==> config.mk <==
export PLATFORM = sky130hd
export DESIGN_NAME = raster_line_rle_parser_flat
export DESIGN_NICKNAME = d
export VERILOG_FILES = /design/src/hdl/rlp_pkg.sv /design/src/hdl/rlp_if.sv /design/src/hdl/rlp_cfg_regs.sv /design/src/hdl/rlp_decode.sv /design/src/hdl/raster_line_rle_parser.sv /design/src/flat_wrapper.sv
export SDC_FILE = /design/constraint.sdc
export NUM_CORES = 1
export LEC_CHECK = 0
export BUFFER_PORTS_ARGS = -buffer_cell sky130_fd_sc_hd__buf_2
export CORE_MARGIN = 2
export CORE_UTILIZATION = 57
export CTS_BUF_LIST = sky130_fd_sc_hd__clkbuf_2 sky130_fd_sc_hd__clkbuf_4 sky130_fd_sc_hd__clkbuf_8
export DETAILED_ROUTE_END_ITERATION = 8
export GPL_TIMING_DRIVEN = 0
export PLACE_DENSITY = 0.83
export REMOVE_ABC_BUFFERS = 1
export SYNTH_ARGS = -nofsm -noshare
export SYNTH_HDL_FRONTEND = slang
export SYNTH_SLANG_ARGS = --single-unit
==> constraint.sdc <==
create_clock -name clk_i -period 5.5 [get_ports clk_i]
set_input_delay 0.275 -clock clk_i [delete_from_list [all_inputs] [get_ports clk_i]]
set_output_delay 0.275 -clock clk_i [all_outputs]
set_load 0.01 [all_outputs]
==> src/hdl/rlp_pkg.sv <==
// rlp_pkg: types and constants shared by the raster line run-length parser
// no dependencies
`timescale 1ns / 1ps

package rlp_pkg;

  localparam int unsigned CountBitsDef = 16;

  // register indexes of the configuration port
  localparam logic [1:0] REG_PIXEL_FORMAT    = 2'd0;
  localparam logic [1:0] REG_PIXELS_PER_LINE = 2'd1;
  localparam logic [1:0] REG_LINES_PER_PAGE  = 2'd2;

  // pixel format codes
  localparam logic [1:0] FMT_MONO = 2'd0;

  // byte class codes
  localparam logic [1:0] CLS_LINE_REPEAT = 2'd0;
  localparam logic [1:0] CLS_RUN_HEADER  = 2'd1;
  localparam logic [1:0] CLS_REPEAT      = 2'd2;
  localparam logic [1:0] CLS_LITERAL     = 2'd3;

  typedef enum logic [3:0] {
    PH_LINE    = 4'b0001,
    PH_RUN     = 4'b0010,
    PH_REPEAT  = 4'b0100,
    PH_LITERAL = 4'b1000
  } phase_e;

  typedef struct packed {
    logic [1:0]  pixel_format;
    logic [15:0] pixels_per_line;
    logic [15:0] lines_per_page;
  } cfg_t;

  typedef struct packed {
    logic [1:0]  byte_class;
    logic        line_done;
    logic        page_done;
    logic        error;
    logic [15:0] line_number;
    logic [15:0] pixel_position;
  } result_t;

endpackage

==> src/hdl/rlp_if.sv <==
// rlp_if: valid/ready channel interfaces for bytes, results and register writes
// no dependencies
`timescale 1ns / 1ps

interface rlp_byte_if;
  logic       valid;
  logic       ready;
  logic [7:0] data_byte;
  modport source (output valid, output data_byte, input ready);
  modport sink (input valid, input data_byte, output ready);
endinterface

interface rlp_result_if;
  logic        valid;
  logic        ready;
  logic [1:0]  byte_class;
  logic        line_done;
  logic        page_done;
  logic        error;
  logic [15:0] line_number;
  logic [15:0] pixel_position;
  modport source (output valid, output byte_class, output line_done, output page_done,
                  output error, output line_number, output pixel_position, input ready);
  modport sink (input valid, input byte_class, input line_done, input page_done,
                input error, input line_number, input pixel_position, output ready);
endinterface

interface rlp_cfg_if;
  logic        valid;
  logic        ready;
  logic [1:0]  index;
  logic [15:0] data;
  modport source (output valid, output index, output data, input ready);
  modport sink (input valid, input index, input data, output ready);
endinterface

==> src/hdl/rlp_cfg_regs.sv <==
// rlp_cfg_regs: configuration registers written over the register request channel
// depends on rlp_pkg and rlp_cfg_if
`timescale 1ns / 1ps

module rlp_cfg_regs
  import rlp_pkg::*;
(
  input  logic        clk_i,
  input  logic        rst_ni,
  rlp_cfg_if.sink     cfg_i,
  output cfg_t        cfg_o
);

  cfg_t cfg_q, cfg_d;

  assign cfg_i.ready = 1'b1;

  always_comb begin
    cfg_d = cfg_q;
    if (cfg_i.valid) begin
      case (cfg_i.index)
        REG_PIXEL_FORMAT:    cfg_d.pixel_format    = cfg_i.data[1:0];
        REG_PIXELS_PER_LINE: cfg_d.pixels_per_line = cfg_i.data;
        REG_LINES_PER_PAGE:  cfg_d.lines_per_page  = cfg_i.data;
        default:             cfg_d = cfg_q;
      endcase
    end
  end

  always_ff @(posedge clk_i or negedge rst_ni) begin
    if (!rst_ni) begin
      cfg_q <= '{pixel_format: FMT_MONO, pixels_per_line: 16'd1, lines_per_page: 16'd1};
    end else begin
      cfg_q <= cfg_d;
    end
  end

  assign cfg_o = cfg_q;

endmodule

==> src/hdl/rlp_decode.sv <==
// rlp_decode: parse state, pixel and line counters, result for one byte per cycle while step_i is high
// depends on rlp_pkg
`timescale 1ns / 1ps

module rlp_decode
  import rlp_pkg::*;
#(
  parameter int unsigned COUNT_BITS = CountBitsDef
) (
  input  logic       clk_i,
  input  logic       rst_ni,
  input  cfg_t       cfg_i,
  input  logic       step_i,
  input  logic [7:0] byte_i,
  output result_t    res_o
);

  localparam logic [16:0] SatLim =
    (COUNT_BITS >= 16) ? 17'd65535 : 17'((64'd1 << COUNT_BITS) - 64'd1);

  phase_e      phase_q, phase_d;
  logic [16:0] pix_q, pix_d;
  logic [8:0]  lrc_q, lrc_d;
  logic [7:0]  rr_q, rr_d;
  logic [16:0] lines_q, lines_d;
  logic [1:0]  bic_q, bic_d;
  logic        err_q, err_d;

  logic        mono, rep, color_done, line_end, bad, ldone, pdone;
  logic [1:0]  bic_inc, cls;
  logic [10:0] add;
  logic [7:0]  rr_next;
  logic [16:0] sum, target, lines_sum, lines_out;

  assign mono       = (cfg_i.pixel_format == FMT_MONO);
  assign rep        = (phase_q == PH_REPEAT);
  assign bic_inc    = bic_q + 2'd1;
  assign color_done = cfg_i.pixel_format[1] ? (bic_inc == 2'd3) : (bic_inc != 2'd0);
  assign add        = rep ? (mono ? {rr_q, 3'b000} : {3'b000, rr_q})
                          : (mono ? 11'd8 : 11'd1);
  assign rr_next    = rep ? 8'd0 : ((rr_q != 8'd0) ? rr_q - 8'd1 : 8'd0);
  assign sum        = pix_q + {6'd0, add};
  assign target     = mono ? (({1'b0, cfg_i.pixels_per_line} + 17'd7) & ~17'd7)
                           : {1'b0, cfg_i.pixels_per_line};
  assign line_end   = (sum >= {1'b0, cfg_i.pixels_per_line});
  assign bad        = (sum != target) || (!rep && (rr_next != 8'd0));
  assign lines_sum  = lines_q + {8'd0, lrc_q};

  always_comb begin
    phase_d = phase_q;
    pix_d   = pix_q;
    lrc_d   = lrc_q;
    rr_d    = rr_q;
    lines_d = lines_q;
    bic_d   = bic_q;
    err_d   = err_q;
    ldone   = 1'b0;
    pdone   = 1'b0;
    cls     = CLS_LINE_REPEAT;
    case (phase_q)
      PH_LINE: begin
        cls     = CLS_LINE_REPEAT;
        pix_d   = '0;
        lrc_d   = {1'b0, byte_i} + 9'd1;
        bic_d   = 2'd0;
        phase_d = PH_RUN;
      end
      PH_RUN: begin
        cls   = CLS_RUN_HEADER;
        bic_d = 2'd0;
        if (byte_i[7]) begin
          rr_d    = 8'(9'd257 - {1'b0, byte_i});
          phase_d = PH_LITERAL;
        end else begin
          rr_d    = byte_i + 8'd1;
          phase_d = PH_REPEAT;
        end
      end
      PH_REPEAT, PH_LITERAL: begin
        cls   = rep ? CLS_REPEAT : CLS_LITERAL;
        bic_d = color_done ? 2'd0 : bic_inc;
        if (color_done) begin
          rr_d  = rr_next;
          pix_d = sum;
          if (line_end) begin
            if (bad) begin
              err_d = 1'b1;
            end else begin
              ldone   = 1'b1;
              pdone   = (lines_sum >= {1'b0, cfg_i.lines_per_page});
              lines_d = pdone ? 17'd0 : lines_sum;
            end
            phase_d = PH_LINE;
          end else if (rep || (rr_next == 8'd0)) begin
            phase_d = PH_RUN;
          end
        end
      end
      default: begin
        phase_d = PH_LINE;
      end
    endcase
  end

  assign lines_out = ldone ? lines_sum : lines_q;

  assign res_o.byte_class     = cls;
  assign res_o.line_done      = ldone;
  assign res_o.page_done      = pdone;
  assign res_o.error          = err_d;
  assign res_o.line_number    = (lines_out > SatLim) ? SatLim[15:0] : lines_out[15:0];
  assign res_o.pixel_position = (pix_d > SatLim) ? SatLim[15:0] : pix_d[15:0];

  always_ff @(posedge clk_i or negedge rst_ni) begin
    if (!rst_ni) begin
      phase_q <= PH_LINE;
      pix_q   <= '0;
      lrc_q   <= '0;
      rr_q    <= '0;
      lines_q <= '0;
      bic_q   <= '0;
      err_q   <= 1'b0;
    end else if (step_i) begin
      phase_q <= phase_d;
      pix_q   <= pix_d;
      lrc_q   <= lrc_d;
      rr_q    <= rr_d;
      lines_q <= lines_d;
      bic_q   <= bic_d;
      err_q   <= err_d;
    end
  end

  // sticky error
  assert property (@(posedge clk_i) disable iff (!rst_ni) err_q |=> err_q)
    else $error("error flag cleared");

  // a finished line returns to the line repeat byte
  assert property (@(posedge clk_i) disable iff (!rst_ni)
                   (step_i && ldone) |=> (phase_q == PH_LINE))
    else $error("line end without return to line start");

  // colour byte counter never rests at its top value
  assert property (@(posedge clk_i) disable iff (!rst_ni) bic_q != 2'd3)
    else $error("colour byte counter overrun");

  // completed line count never reaches bit 16
  assert property (@(posedge clk_i) disable iff (!rst_ni) !lines_q[16])
    else $error("line count overflow");

  // page end only with a completed line
  assert property (@(posedge clk_i) disable iff (!rst_ni) pdone |-> ldone)
    else $error("page end without line end");

endmodule

==> src/hdl/raster_line_rle_parser.sv <==
// raster_line_rle_parser: top level with input stage, decoder and result register
// depends on rlp_pkg, rlp_if, rlp_cfg_regs and rlp_decode
`timescale 1ns / 1ps

// Decodes a run-length coded raster page body, one byte per request.
// data_i carries compressed bytes; result_o returns one result per byte:
// its class, line and page end flags, the sticky error flag and the line
// and pixel counts, saturated to COUNT_BITS (at most 16 bits).
// cfg_i writes pixel_format (0), pixels_per_line (1) and lines_per_page (2);
// it is always ready, and writes belong to idle periods.
// A byte passes one input register, then the parse step, which updates
// state and loads the result register in the same cycle. Throughput is one
// byte per cycle while the receiver takes results, set by the parse step
// feeding back into the counters.
// Reset clears the parse state, counters and error flag, and sets the
// registers to mono, one pixel per line, one line per page.
// When the receiver stalls the result register holds; an empty input
// register takes one more byte, then data_i.ready drops until results drain.

module raster_line_rle_parser
  import rlp_pkg::*;
#(
  parameter int unsigned COUNT_BITS = CountBitsDef
) (
  input  logic        clk_i,
  input  logic        rst_ni,
  rlp_cfg_if.sink     cfg_i,
  rlp_byte_if.sink    data_i,
  rlp_result_if.source result_o
);

  cfg_t    cfg;
  result_t res;

  logic       s1_vld_q, s1_vld_d;
  logic [7:0] s1_byte_q;
  logic       out_vld_q, out_vld_d;
  result_t    out_res_q;
  logic       out_free, fire, in_acc;

  rlp_cfg_regs u_cfg (
    .clk_i  (clk_i),
    .rst_ni (rst_ni),
    .cfg_i  (cfg_i),
    .cfg_o  (cfg)
  );

  rlp_decode #(
    .COUNT_BITS (COUNT_BITS)
  ) u_decode (
    .clk_i  (clk_i),
    .rst_ni (rst_ni),
    .cfg_i  (cfg),
    .step_i (fire),
    .byte_i (s1_byte_q),
    .res_o  (res)
  );

  assign out_free     = !out_vld_q || result_o.ready;
  assign fire         = s1_vld_q && out_free;
  assign data_i.ready = !s1_vld_q || fire;
  assign in_acc       = data_i.valid && data_i.ready;

  always_comb begin
    s1_vld_d = s1_vld_q;
    if (in_acc) begin
      s1_vld_d = 1'b1;
    end else if (fire) begin
      s1_vld_d = 1'b0;
    end
    out_vld_d = out_vld_q;
    if (fire) begin
      out_vld_d = 1'b1;
    end else if (result_o.ready) begin
      out_vld_d = 1'b0;
    end
  end

  always_ff @(posedge clk_i or negedge rst_ni) begin
    if (!rst_ni) begin
      s1_vld_q  <= 1'b0;
      out_vld_q <= 1'b0;
    end else begin
      s1_vld_q  <= s1_vld_d;
      out_vld_q <= out_vld_d;
    end
  end

  always_ff @(posedge clk_i) begin
    if (in_acc) begin
      s1_byte_q <= data_i.data_byte;
    end
    if (fire) begin
      out_res_q <= res;
    end
  end

  assign result_o.valid          = out_vld_q;
  assign result_o.byte_class     = out_res_q.byte_class;
  assign result_o.line_done      = out_res_q.line_done;
  assign result_o.page_done      = out_res_q.page_done;
  assign result_o.error          = out_res_q.error;
  assign result_o.line_number    = out_res_q.line_number;
  assign result_o.pixel_position = out_res_q.pixel_position;

endmodule

==> src/flat_wrapper.sv <==
// flat-port wrapper written by rule: the top's interface ports become plain ports
module raster_line_rle_parser_flat import rlp_pkg::*;
#(
  parameter int unsigned COUNT_BITS = CountBitsDef
)
  (clk_i, rst_ni, cfg_i_valid, cfg_i_index, cfg_i_data, cfg_i_ready, data_i_valid, data_i_data_byte, data_i_ready, result_o_valid, result_o_byte_class, result_o_line_done, result_o_page_done, result_o_error, result_o_line_number, result_o_pixel_position, result_o_ready);
  rlp_cfg_if cfg_i_i ();
  rlp_byte_if data_i_i ();
  rlp_result_if result_o_i ();
  input  logic clk_i;
  input  logic rst_ni;
  input wire logic [$bits(cfg_i_i.valid)-1:0] cfg_i_valid;
  input wire logic [$bits(cfg_i_i.index)-1:0] cfg_i_index;
  input wire logic [$bits(cfg_i_i.data)-1:0] cfg_i_data;
  output wire logic [$bits(cfg_i_i.ready)-1:0] cfg_i_ready;
  input wire logic [$bits(data_i_i.valid)-1:0] data_i_valid;
  input wire logic [$bits(data_i_i.data_byte)-1:0] data_i_data_byte;
  output wire logic [$bits(data_i_i.ready)-1:0] data_i_ready;
  output wire logic [$bits(result_o_i.valid)-1:0] result_o_valid;
  output wire logic [$bits(result_o_i.byte_class)-1:0] result_o_byte_class;
  output wire logic [$bits(result_o_i.line_done)-1:0] result_o_line_done;
  output wire logic [$bits(result_o_i.page_done)-1:0] result_o_page_done;
  output wire logic [$bits(result_o_i.error)-1:0] result_o_error;
  output wire logic [$bits(result_o_i.line_number)-1:0] result_o_line_number;
  output wire logic [$bits(result_o_i.pixel_position)-1:0] result_o_pixel_position;
  input wire logic [$bits(result_o_i.ready)-1:0] result_o_ready;
  assign cfg_i_i.valid = cfg_i_valid;
  assign cfg_i_i.index = cfg_i_index;
  assign cfg_i_i.data = cfg_i_data;
  assign cfg_i_ready = cfg_i_i.ready;
  assign data_i_i.valid = data_i_valid;
  assign data_i_i.data_byte = data_i_data_byte;
  assign data_i_ready = data_i_i.ready;
  assign result_o_valid = result_o_i.valid;
  assign result_o_byte_class = result_o_i.byte_class;
  assign result_o_line_done = result_o_i.line_done;
  assign result_o_page_done = result_o_i.page_done;
  assign result_o_error = result_o_i.error;
  assign result_o_line_number = result_o_i.line_number;
  assign result_o_pixel_position = result_o_i.pixel_position;
  assign result_o_i.ready = result_o_ready;
  raster_line_rle_parser #(.COUNT_BITS(COUNT_BITS)) u_core (.clk_i(clk_i), .rst_ni(rst_ni), .cfg_i(cfg_i_i), .data_i(data_i_i), .result_o(result_o_i));
endmodule
==> results of run 1 <==
[power by group through the flow]
stage | Combinational, mW | Clock (mW) | Sequential [mW]
after CTS | 1.10 | 0.808 | 1.37
after global routing | 1.32 | 0.852 | 1.39
after detailed placement | 1.08 | 0 | 1.39
after floorplan | 0.805 | 0 | 1.35
after global placement | 1.03 | 0 | 1.38
final | 1.18 | 0.803 | 1.38
[kinds of logic after synthesis]
family                   synth area share [%]
buffers and inverters                    4.54
XOR/XNOR                                 5.66
AO/OA/AOI/OAI                            17.7
adder cells (fa/ha/maj)                  8.28
AND/OR/NAND/NOR                          17.1
flip-flops                               40.8
multiplexers                             5.92
other                                  0.0412
[flip-flops by register name, indices dropped and copies added (netlist names), 2 cells and up]
name and cells:
u_core.result_o.byte_class 2, u_core.result_o.line_number 16, u_core.result_o.pixel_position 16, u_core.s1_byte_q 8
u_core.u_cfg.cfg_o 34, u_core.u_decode.bic_q 2, u_core.u_decode.lines_q 17, u_core.u_decode.lrc_q 9
u_core.u_decode.phase_q 4, u_core.u_decode.pix_q 17, u_core.u_decode.rr_q 8
[critical path, stage by stage (launching register included)]
cell and delay [ns]:
dfstp_2 0.42, or4b_4 0.62, buf_4 0.18, a21oi_1 0.22, ha_2 0.32, o21a_2 0.26
o211ai_1 0.10, a21o_1 0.25, a211oi_4 0.35, xor2_1 0.15, ha_1 0.32, nand2_1 0.06
or2_2 0.31, nor3_1 0.17, o21ai_1 0.10, nand4b_1 0.19, nand2_2 0.15, nor4bb_4 0.34
buf_4 0.18, and2_1 0.24, a31oi_1 0.13
[final cells by class]
cell class | instances | area [um2]
well taps | 216 | 270
clock inverters | 13 | 118
clock buffers | 19 | 255
inverters | 59 | 221
flip-flops and latches | 139 | 3710
fillers | 1173 | 5320
repair buffers | 105 | 679
multi-input cells | 702 | 5140
[synth_stat cells (9+ instances only)]
cell type,n
a21oi_1,52
inv_1,58
nand2_1,80
mux2i_1,11
xor2_1,16
o21ai_1,13
o21ai_0,40
and3_1,14
clkbuf_1,35
buf_2,9
nand3_1,43
nor3_1,28
o21a_1,9
mux2_2,38
a21o_1,16
dfrtp_1,91
nand2b_1,15
ha_1,57
a22o_1,14
a211oi_1,16
xnor2_1,28
edfxtp_1,45
nor2_1,57
[worst paths after layout]
path	startpoint	to	slack, ns	cells past startpoint
setup / recovery	u_core.u_decode.phase_q[0]	u_core.result_o.line_number[13]	0.16	20
hold / removal	cfg_i_data[13]	u_core.u_cfg.cfg_o[29]	0.06	2
setup reg to reg	u_core.u_decode.phase_q[0]	u_core.result_o.line_number[13]	0.16	20
hold reg to reg	u_core.u_decode.lrc_q[0]	u_core.u_decode.lrc_q[0]	0.50	2
max in group asynchronous	rst_ni	u_core.u_decode.phase_q[0]	4.57	3
min in group asynchronous	rst_ni	u_core.u_decode.lrc_q[4]	0.24	2
[metrics by stage]
| stage | hold slack, ns | setup TNS, ns | util [%] |
|---|---|---|---|
| 4_1_cts | 0.0383 | 0 | 64.7 |
| 6_report | 0.0573 | 0 | 66.2 |
| 3_5_place_dp | 0.207 | -26.15 | 61.0 |
| 2_1_floorplan | -0.0206 | -7.80 | - |
| 5_1_grt | 0.0580 | -0.668 | 66.2 |
| 3_3_place_gp | 0.451 | -46.19 | 60.6 |
[layer usage]
metal	global-route usage, %	wire length [um]	up-vias
met3	4.59	1350	69
met5	0	0	-
met4	13.4	868	0
met2	42.1	10500	317
met1	35.2	9540	3696
li1	-	-	3619
[repair_timing]
item	4_1_cts	5_1_grt
endpoints found under the hold margin	32	0
endpoints found under the setup margin	39	38
pin swaps	5	10
setup buffers	3	19
cloned	1	1
resized for setup	18	20
hold buffers	10	0
==> metrics.txt, run 1 <==
CP startpoint kind=register; Slew Limit Fails=0; H-Tree Level Count=4; final std cells w/o fill=1253; I/O pins=71; CTS root buf=clkbuf_8; Power Density=323 nW/um2; Post-synth ARST share=67.6%; Initial Util=57.9%; dominant cell type by area after synthesis=dfrtp_1; GRT Residual Overflow=0; Int Pwr=2.08 mW; PortBufs=69; final hold violation count=0; Post-synth top flop=dfrtp_1; total power=3.36 mW; crit path capture type=register; clk slew on worst S/H paths=0.08 ns; Global Route Usage Sum=26.5%; proportion of power drawn by combinational gates=35.1%; Maximum Capacitance Violations=0; DP HPWL=15400 um; TritonRoute pass-1 iters=8; Synth Area per Inst=9.62 um2; initial antenna violation count=0; Iter 0 DRT Violations=895; number of synthesized flops with an enable pin=45; Worst IR Drop VDD=276 uV; clock group share of total power=23.9%; Synth Cell Area=9090 um2; largest net degree at the start of global routing=72; Critical Path AT=5.55 ns; Avg WL per Cell=17.8 um; Worst-Skew Late Latency=0.47 ns; top area cells in the synthesized netlist=dfrtp_1, edfxtp_1, ha_1; layout cells sized above 1=21.3%; commonest non-fill, non-tap cell in the layout=dfrtp_1; Worst Max-Slew Pin Slew=1.17 ns; Die W=130 um; Clock Sinks=139; status=finished, final reports clean; first-pass GRT wire length=35100 um; fmax=187 MHz; Seq/Total Area, Yosys=40.8%; CTS Buf Count=17; die span in y=130 um; nets@finish=1114; Core Area=15700 um2; Max-slew headroom=21.3%; FP Rows=46; number of global-route vias before repair=7120; Syn-to-layout area delta=14.3%; clk buf depth=2; fin area=10400 um2; Seq pwr share=41.0%; yosys synthesis warning count=0; post-synthesis register bit count=139; worst hold path class=input pin to register; CP required=5.71 ns; top cell type's share of synthesized area=25.0%; CTS tree=yes; final worst path period share=97.1%; DRT Wirelength=22300 um; switching share of total power=38.0%; Total Die Area=17000 um2; commonest non-fill, non-tap cells in the layout=dfrtp_1, nand2_1, buf_2; Setup Skew=0.0108 ns; Antenna Nets Post-Route=0; Setup Crit Path Kind=register to register; drc violations=0; final worst path period need=5.34 ns; placed cell areas=9590 um2; placed insts=1187; Via density=6.15; worst-path fanout max=7; Antenna Cells=0; Pleak=4.78 nW; final setup violating endpoints=0; Syn Inst Count=945; Psw=1.28 mW; Placer Congestion=0.896; pre-CTS worst setup slack=-1.09 ns; number of unique standard cell types used by synthesis=80; worst setup margin=0.157 ns; routed via count=7701
Power figures use the tool's default switching activity.
==> run 2: changes to the inputs <==
Settings changed: SYNTH_HIERARCHICAL set to 1.
==> metrics.txt, run 2 <==
clock group share of total power=23.2% (-0.7 points); Antenna Cells=0 (unchanged); die span in y=133 um (+2.3%); CTS root buf=clkbuf_8; top area cells in the synthesized netlist=dfrtp_1, edfxtp_1, ha_1; number of synthesized flops with an enable pin=45 (unchanged); layout cells sized above 1=19.3% (-2.0 points); met1 Use GR=35.3% (+0.060 points); GR Layer Usage met3=5.78% (+1.2 points); first-pass GRT wire length=37300 um (+6.2%); sum of buffers and inverters on the critical path=1 (-1); Slew Limit Fails=0 (unchanged); Antenna Nets Post-Route=0 (unchanged); R2R setup slack=0.20 ns (+0.05 ns); Avg WL per Cell=18.4 um (+3.5%); FP Rows=47 (+2.2%); Synth Area per Inst=9.72 um2 (+0.98%); GRT Residual Overflow=0 (unchanged); pre-CTS worst setup slack=-0.947 ns (+0.143 ns); proportion of power drawn by combinational gates=34.6% (-0.5 points); Layout Utilization=64.8% (-1.4 points); Synth Cell Area=9520 um2 (+4.7%); final setup violating endpoints=0 (unchanged); worst setup margin=0.203 ns (+0.0465 ns); CTS Buf Count=17 (unchanged); Setup Crit Path Kind=register to register; clk buf depth=2 (unchanged); fmax=189 MHz (+0.88%); Post-synth top flop=dfrtp_1; status=finished, final reports clean; Worst IR Drop VDD=207 uV (-25%); commonest non-fill, non-tap cell in the layout=dfrtp_1; fin area=10700 um2 (+2.6%); Critical Path AT=5.64 ns (+0.09 ns); Die W=133 um (+2.3%); nets@finish=1129 (+1.3%); number of unique standard cell types used by synthesis=88 (+10%); Core Area=16500 um2 (+4.8%); worst hold path class=input pin to register; worst-path fanout max=13 (+6); CP startpoint kind=register; Via density=6.32 (+2.9%); max reg flops=34 (unchanged); Worst-Skew Late Latency=0.47 ns (about the same); Syn-to-layout area delta=12.0%; Total Die Area=17800 um2 (+4.6%); Worst Hold End=u_core/u_cfg/cfg_o[15]; worst hold stages=2 (unchanged); area of the multi-input gates=5490 um2 (+6.8%); Pleak=5.04 nW (+5.7%); yosys synthesis warning count=6 (+6); Seq pwr share=42.2% (+1.2 points); Post-synth top cells=dfrtp_1, nand2_1, nor2_1, ha_1, a21oi_1; final std cells w/o fill=1272 (+1.5%); H-Tree Level Count=4 (unchanged); routed via count=8041 (+4.4%); Max-slew headroom=3.63% (-18 points); Setup Skew=0.0106 ns (-0.000153 ns); largest net degree at the start of global routing=50 (-31%); cell chain of the critical path=nand2b_1 -> or3_4 -> nor2_2 -> nor2_1 -> ha_1 -> fa_1 -> a21o_1 -> a311o_1 -> a21oi_4 -> xnor2_1 -> ha_1 -> and4_1 -> o31ai_1 -> a211oi_2 -> nor4_4 -> buf_4 -> nand2b_1 -> a31oi_4 -> nand4bb_4 -> o21ai_0 -> o21ai_1; I/O pins=71 (unchanged); final worst path period share=96.3% (-0.85 points); Global Route Usage Sum=26.4% (-0.12 points); Int Pwr=2.22 mW (+6.7%); switching share of total power=36.1% (-2.0 points); Maximum Capacitance Violations=0 (unchanged); Storage cell area=3710 um2 (about the same); Placer Congestion=0.915 (+2.1%); dominant cell type by area after synthesis=dfrtp_1; Post-synth ARST share=67.6% (unchanged); Setup Total Neg Slack=0 ns (unchanged); final worst path period need=5.30 ns (-0.0465 ns); total power=3.47 mW (+3.3%); Syn Inst Count=980 (+3.7%); post-synthesis register bit count=139 (unchanged); HP Start=cfg_i_data[15]; drc violations=0 (unchanged); crit path capture type=register; clk slew on worst S/H paths=0.08 ns (about the same); number of global-route vias before repair=7595 (+6.7%); Seq/Total Area, Yosys=38.9% (-1.8 points); placed insts=1213 (+2.2%); # fillers=1287 (+9.7%); Clock Sinks=139 (unchanged); CP top delay family=compound AO/OA/AOI/OAI gates; CTS tree=yes; DRT Wirelength=23400 um (+5.1%); Max stage delay on crit path=0.44 ns (-0.18 ns); WHS=0.0538 ns (-0.00351 ns); most common cell in the synthesized netlist=dfrtp_1; TritonRoute pass-1 iters=5 (-3); initial antenna violation count=0 (unchanged); commonest non-fill, non-tap cells in the layout=dfrtp_1, nand2_1, buf_2; reg2reg start=u_core/u_decode/phase_q[3]; Most Crowded Layer GR=met2; Power Density=325 nW/um2 (+0.68%); Psw=1.25 mW (-2.1%); DP HPWL=15900 um (+3.5%); FF-to-FF path depth=21 (+5.0%); final hold violation count=0 (unchanged); placed cell areas=9920 um2 (+3.4%); Initial Util=57.8% (about the same); grt met2 use=41.9% (-0.17 points); Iter 0 DRT Violations=778 (-13%); CP max-delay cell=dfrtp_2; R2R Path End=u_core/u_decode/lines_q[9]; CP required=5.85 ns (+0.14 ns); PortBufs=69 (unchanged); Worst Max-Slew Pin Slew=1.44 ns (+0.262 ns); top cell type's share of synthesized area=23.9% (-1.1 points)
==> run 2: cell count changes after synthesis, moves of 8 or more <==
cell | before | now
mux2_2 | 38 | 16
mux2_4 | 0 | 20
a21o_1 | 16 | 30
a221o_1 | 0 | 13
o21ai_0 | 40 | 53
nand3_1 | 43 | 31
nand2_1 | 80 | 70
nor2_1 | 57 | 66
inv_1 | 58 | 50
nand4_1 | 7 | 15
==> run 2: how the worst max path moves through the flow <==
stage               depth (start not counted)                              to  slack (ns)                  startpoint
global route                               22  u_core/result_o.line_number[5]      -0.002  u_core/u_decode/phase_q[3]
global placement                           20     u_core/u_decode/lines_q[10]       -0.88  u_core/u_decode/phase_q[3]
detailed placement                         21     u_core/u_decode/lines_q[13]       -0.95  u_core/u_decode/phase_q[3]
finish                                     21      u_core/u_decode/lines_q[9]        0.20  u_core/u_decode/phase_q[3]
floorplan                                  20     u_core/u_decode/lines_q[10]        0.31  u_core/u_decode/phase_q[3]
CTS                                        21      u_core/u_decode/lines_q[4]     -0.0003  u_core/u_decode/phase_q[3]
==> run 2: cell type report <==
| type | instances | area share [%] |
|---|---|---|
| clock buffers | 26 | 2.88 |
| clock inverters | 6 | 0.610 |
| inverters | 51 | 1.79 |
| multi-input cells | 734 | 51.4 |
| flip-flops and latches | 139 | 34.8 |
| well taps | 220 | 2.58 |
| repair buffers | 96 | 5.93 |
==> run 2: kinds of logic (layout without fill, tap and decap cells) <==
group           after synthesis  after routing  share of synthesized area (%)
simple gates                312            314                           17.8
compound gates              261            261                           18.9
flops                       139            139                           38.9
buf+inv                     109            179                           4.91
fa+ha+maj                    59             59                           7.91
xor+xnor                     51             51                           5.28
mux                          48             48                           6.31
other cells                   1              1                         0.0394
==> run 2: routing by layer <==
layer	up-vias	share of wire, %	wire (um)
met5	-	0	0
met1	3841	42	9840
li1	3758	-	-
met2	387	48	11200
met4	0	2.6	609
met3	55	7.6	1770
==> run 2: power groups by stage <==
stage / Sequential (mW) / Combinational [mW] / Clock [mW]
after global placement: 1.47 / 1.08 / 0
after CTS: 1.46 / 1.16 / 0.821
after floorplan: 1.46 / 0.801 / 0
final: 1.47 / 1.20 / 0.805
after global routing: 1.49 / 1.32 / 0.860
after detailed placement: 1.48 / 1.12 / 0
==> run 2: what timing repair did <==
action,4_1_cts,5_1_grt
pin swaps,5,3
setup endpoints to repair,40,39
resized for setup,9,12
endpoints found under the hold margin,53,0
cloned,2,0
hold buffers,10,0
setup buffers,10,5
==> run 3: changes to the inputs <==
Settings changed: HOLD_SLACK_MARGIN set to 0.15.
==> metrics.txt, run 3 (same netlist as run 2, synthesis figures left out) <==
placed cell areas=9920 um2 (unchanged); Power Density=320 nW/um2 (-1.6%); final worst path period share=97.3% (+0.98 points); worst-path fanout max=13 (unchanged); initial antenna violation count=0 (unchanged); Maximum Capacitance Violations=0 (unchanged); nets@finish=1147 (+1.6%); I/O pins=71 (unchanged); Antenna Nets Post-Route=0 (unchanged); clk buf depth=2 (unchanged); worst setup margin=0.150 ns (-0.0538 ns); Syn-to-layout area delta=14.0%; # fillers=1253 (-2.6%); Global Route Usage Sum=26.8% (+0.42 points); Setup Crit Path Kind=register to register; commonest non-fill, non-tap cell in the layout=dfrtp_1; Setup Skew=0.0104 ns (-0.000257 ns); clk slew on worst S/H paths=0.07 ns (about the same); CTS root buf=clkbuf_8; final worst path period need=5.35 ns (+0.0538 ns); commonest non-fill, non-tap cells in the layout=dfrtp_1, nand2_1, buf_2; fin area=10900 um2 (+1.8%); Die W=133 um (unchanged); status=finished, final reports clean; crit path capture type=register; PortBufs=69 (unchanged); Total Die Area=17800 um2 (unchanged); worst hold path class=input pin to register; Pleak=5.12 nW (+1.5%); H-Tree Level Count=4 (unchanged); CP top delay family=compound AO/OA/AOI/OAI gates; max reg flops=34 (unchanged); number of global-route vias before repair=7736 (+1.9%); cell chain of the critical path=nand2b_1 -> or3_4 -> nor2_2 -> nor2_1 -> ha_1 -> fa_1 -> a21o_1 -> a311o_1 -> a21oi_4 -> xnor2_1 -> ha_1 -> and4_1 -> o31ai_1 -> a211oi_2 -> nor4_4 -> buf_4 -> nand2b_1 -> a31oi_4 -> nand4bb_4 -> o21ai_0 -> o21ai_1; final setup violating endpoints=0 (unchanged); CP required=5.84 ns (about the same); largest net degree at the start of global routing=50 (unchanged); Worst IR Drop VDD=209 uV (+1.0%); Max stage delay on crit path=0.44 ns (about the same); Antenna Cells=0 (unchanged); DRT Wirelength=23600 um (+1.0%); DP HPWL=15900 um (unchanged); CTS Buf Count=17 (unchanged); Initial Util=57.8% (unchanged); drc violations=0 (unchanged); first-pass GRT wire length=37900 um (+1.8%); Via density=6.24 (-1.3%); routed via count=8052 (+0.14%); FP Rows=47 (unchanged); CTS tree=yes; CP max-delay cell=dfrtp_2; sum of buffers and inverters on the critical path=1 (unchanged); layout cells sized above 1=19.0% (-0.32 points); CP startpoint kind=register; Clock Sinks=139 (unchanged); pre-CTS worst setup slack=-0.947 ns (unchanged); GRT Residual Overflow=0 (unchanged); Slew Limit Fails=0 (unchanged); Critical Path AT=5.69 ns (+0.05 ns); TritonRoute pass-1 iters=6 (+1); fmax=187 MHz (-1.0%); die span in y=133 um (unchanged); Max-slew headroom=4.91% (+1.3 points); Worst-Skew Late Latency=0.47 ns (about the same); Worst Max-Slew Pin Slew=1.42 ns (-0.0191 ns); Iter 0 DRT Violations=789 (+1.4%); Core Area=16500 um2 (unchanged); Avg WL per Cell=18.3 um (-0.38%); Placer Congestion=0.915 (unchanged); final hold violation count=0 (unchanged)
## run 3: cell count changes in the layout (fill, tap and decap cells not counted), sizes merged
| cell | before | now |
|---|---|---|
| dlygate4sd3 | 10 | 28 |
## run 3: path summary, 6_finish.rpt
check                                                   to  slack (ns)                  startpoint  cells after the start
worst max-delay path            u_core/u_decode/lines_q[9]        0.15  u_core/u_decode/phase_q[3]                     21
worst min register to register       u_core/u_decode/err_q        0.45       u_core/u_decode/err_q                      1
max in group asynchronous       u_core/u_decode/phase_q[0]        4.40                      rst_ni                      3
worst min-delay path                u_core/u_cfg/cfg_o[33]        0.28              cfg_i_index[1]                      3
worst max register to register  u_core/u_decode/lines_q[9]        0.15  u_core/u_decode/phase_q[3]                     21
min in group asynchronous       u_core/u_decode/lines_q[0]        0.36                      rst_ni                      2
## run 3: final cells by class
| cell class | instances | area, um2 | area share [%] |
|---|---|---|---|
| Clock buffer | 26 | 308 | 2.83 |
| Clock inverter | 6 | 65.1 | 0.599 |
| Inverter | 51 | 191 | 1.76 |
| Multi-Input combinational cell | 734 | 5500 | 50.6 |
| Sequential cell | 139 | 3710 | 34.2 |
| Tap cell | 220 | 275 | 2.53 |
| Timing Repair Buffer | 114 | 813 | 7.49 |
## run 3: worst register-to-register path, cell delays in order (launching register included)
cell and delay, ns:
dfrtp_2 0.44, nand2b_1 0.20, or3_4 0.39, nor2_2 0.12, nor2_1 0.05, ha_1 0.23
fa_1 0.42, a21o_1 0.24, a311o_1 0.35, a21oi_4 0.25, xnor2_1 0.16, ha_1 0.33
and4_1 0.19, o31ai_1 0.10, a211oi_2 0.27, nor4_4 0.08, buf_4 0.14, nand2b_1 0.20
a31oi_4 0.33, nand4bb_4 0.30, o21ai_0 0.32, o21ai_1 0.11
## run 3: stage by stage
stage                     util, %  cells  power [mW]  hold slack, ns   TNS [ns]
final                        65.9   1290        3.48           0.279          0
after global routing         65.9   1290        3.67           0.273   -0.00368
after CTS                    65.3   1285        3.45           0.242  -0.000299
after detailed placement     60.2   1213        2.60           0.340     -22.90
after global placement       59.9   1211        2.55           0.430     -19.36
after floorplan                 -    922        2.26         -0.0206          0
## run 3: what timing repair did
| action | 4_1_cts | 5_1_grt |
|---|---|---|
| endpoints found under the setup margin | 40 | 39 |
| gates cloned | 2 | 0 |
| hold buffers | 28 | 0 |
| setup buffers | 10 | 5 |
| resized for setup | 9 | 13 |
| hold endpoints to repair | 88 | 0 |
| pin swaps | 5 | 3 |
## run 3: routing by layer
layer | track usage [%] | up-vias | wire length [um]
met4 | 11.5 | 0 | 676
met2 | 42.5 | 367 | 11300
met5 | 0 | - | 0
li1 | - | 3786 | -
met3 | 6.05 | 66 | 1700
met1 | 35.6 | 3833 | 9990
## run 3: power breakdown
part	internal [mW]	total, mW	switching [mW]
Sequential	1.29	1.47	0.178
Combinational	0.531	1.21	0.677
Clock	0.410	0.804	0.394
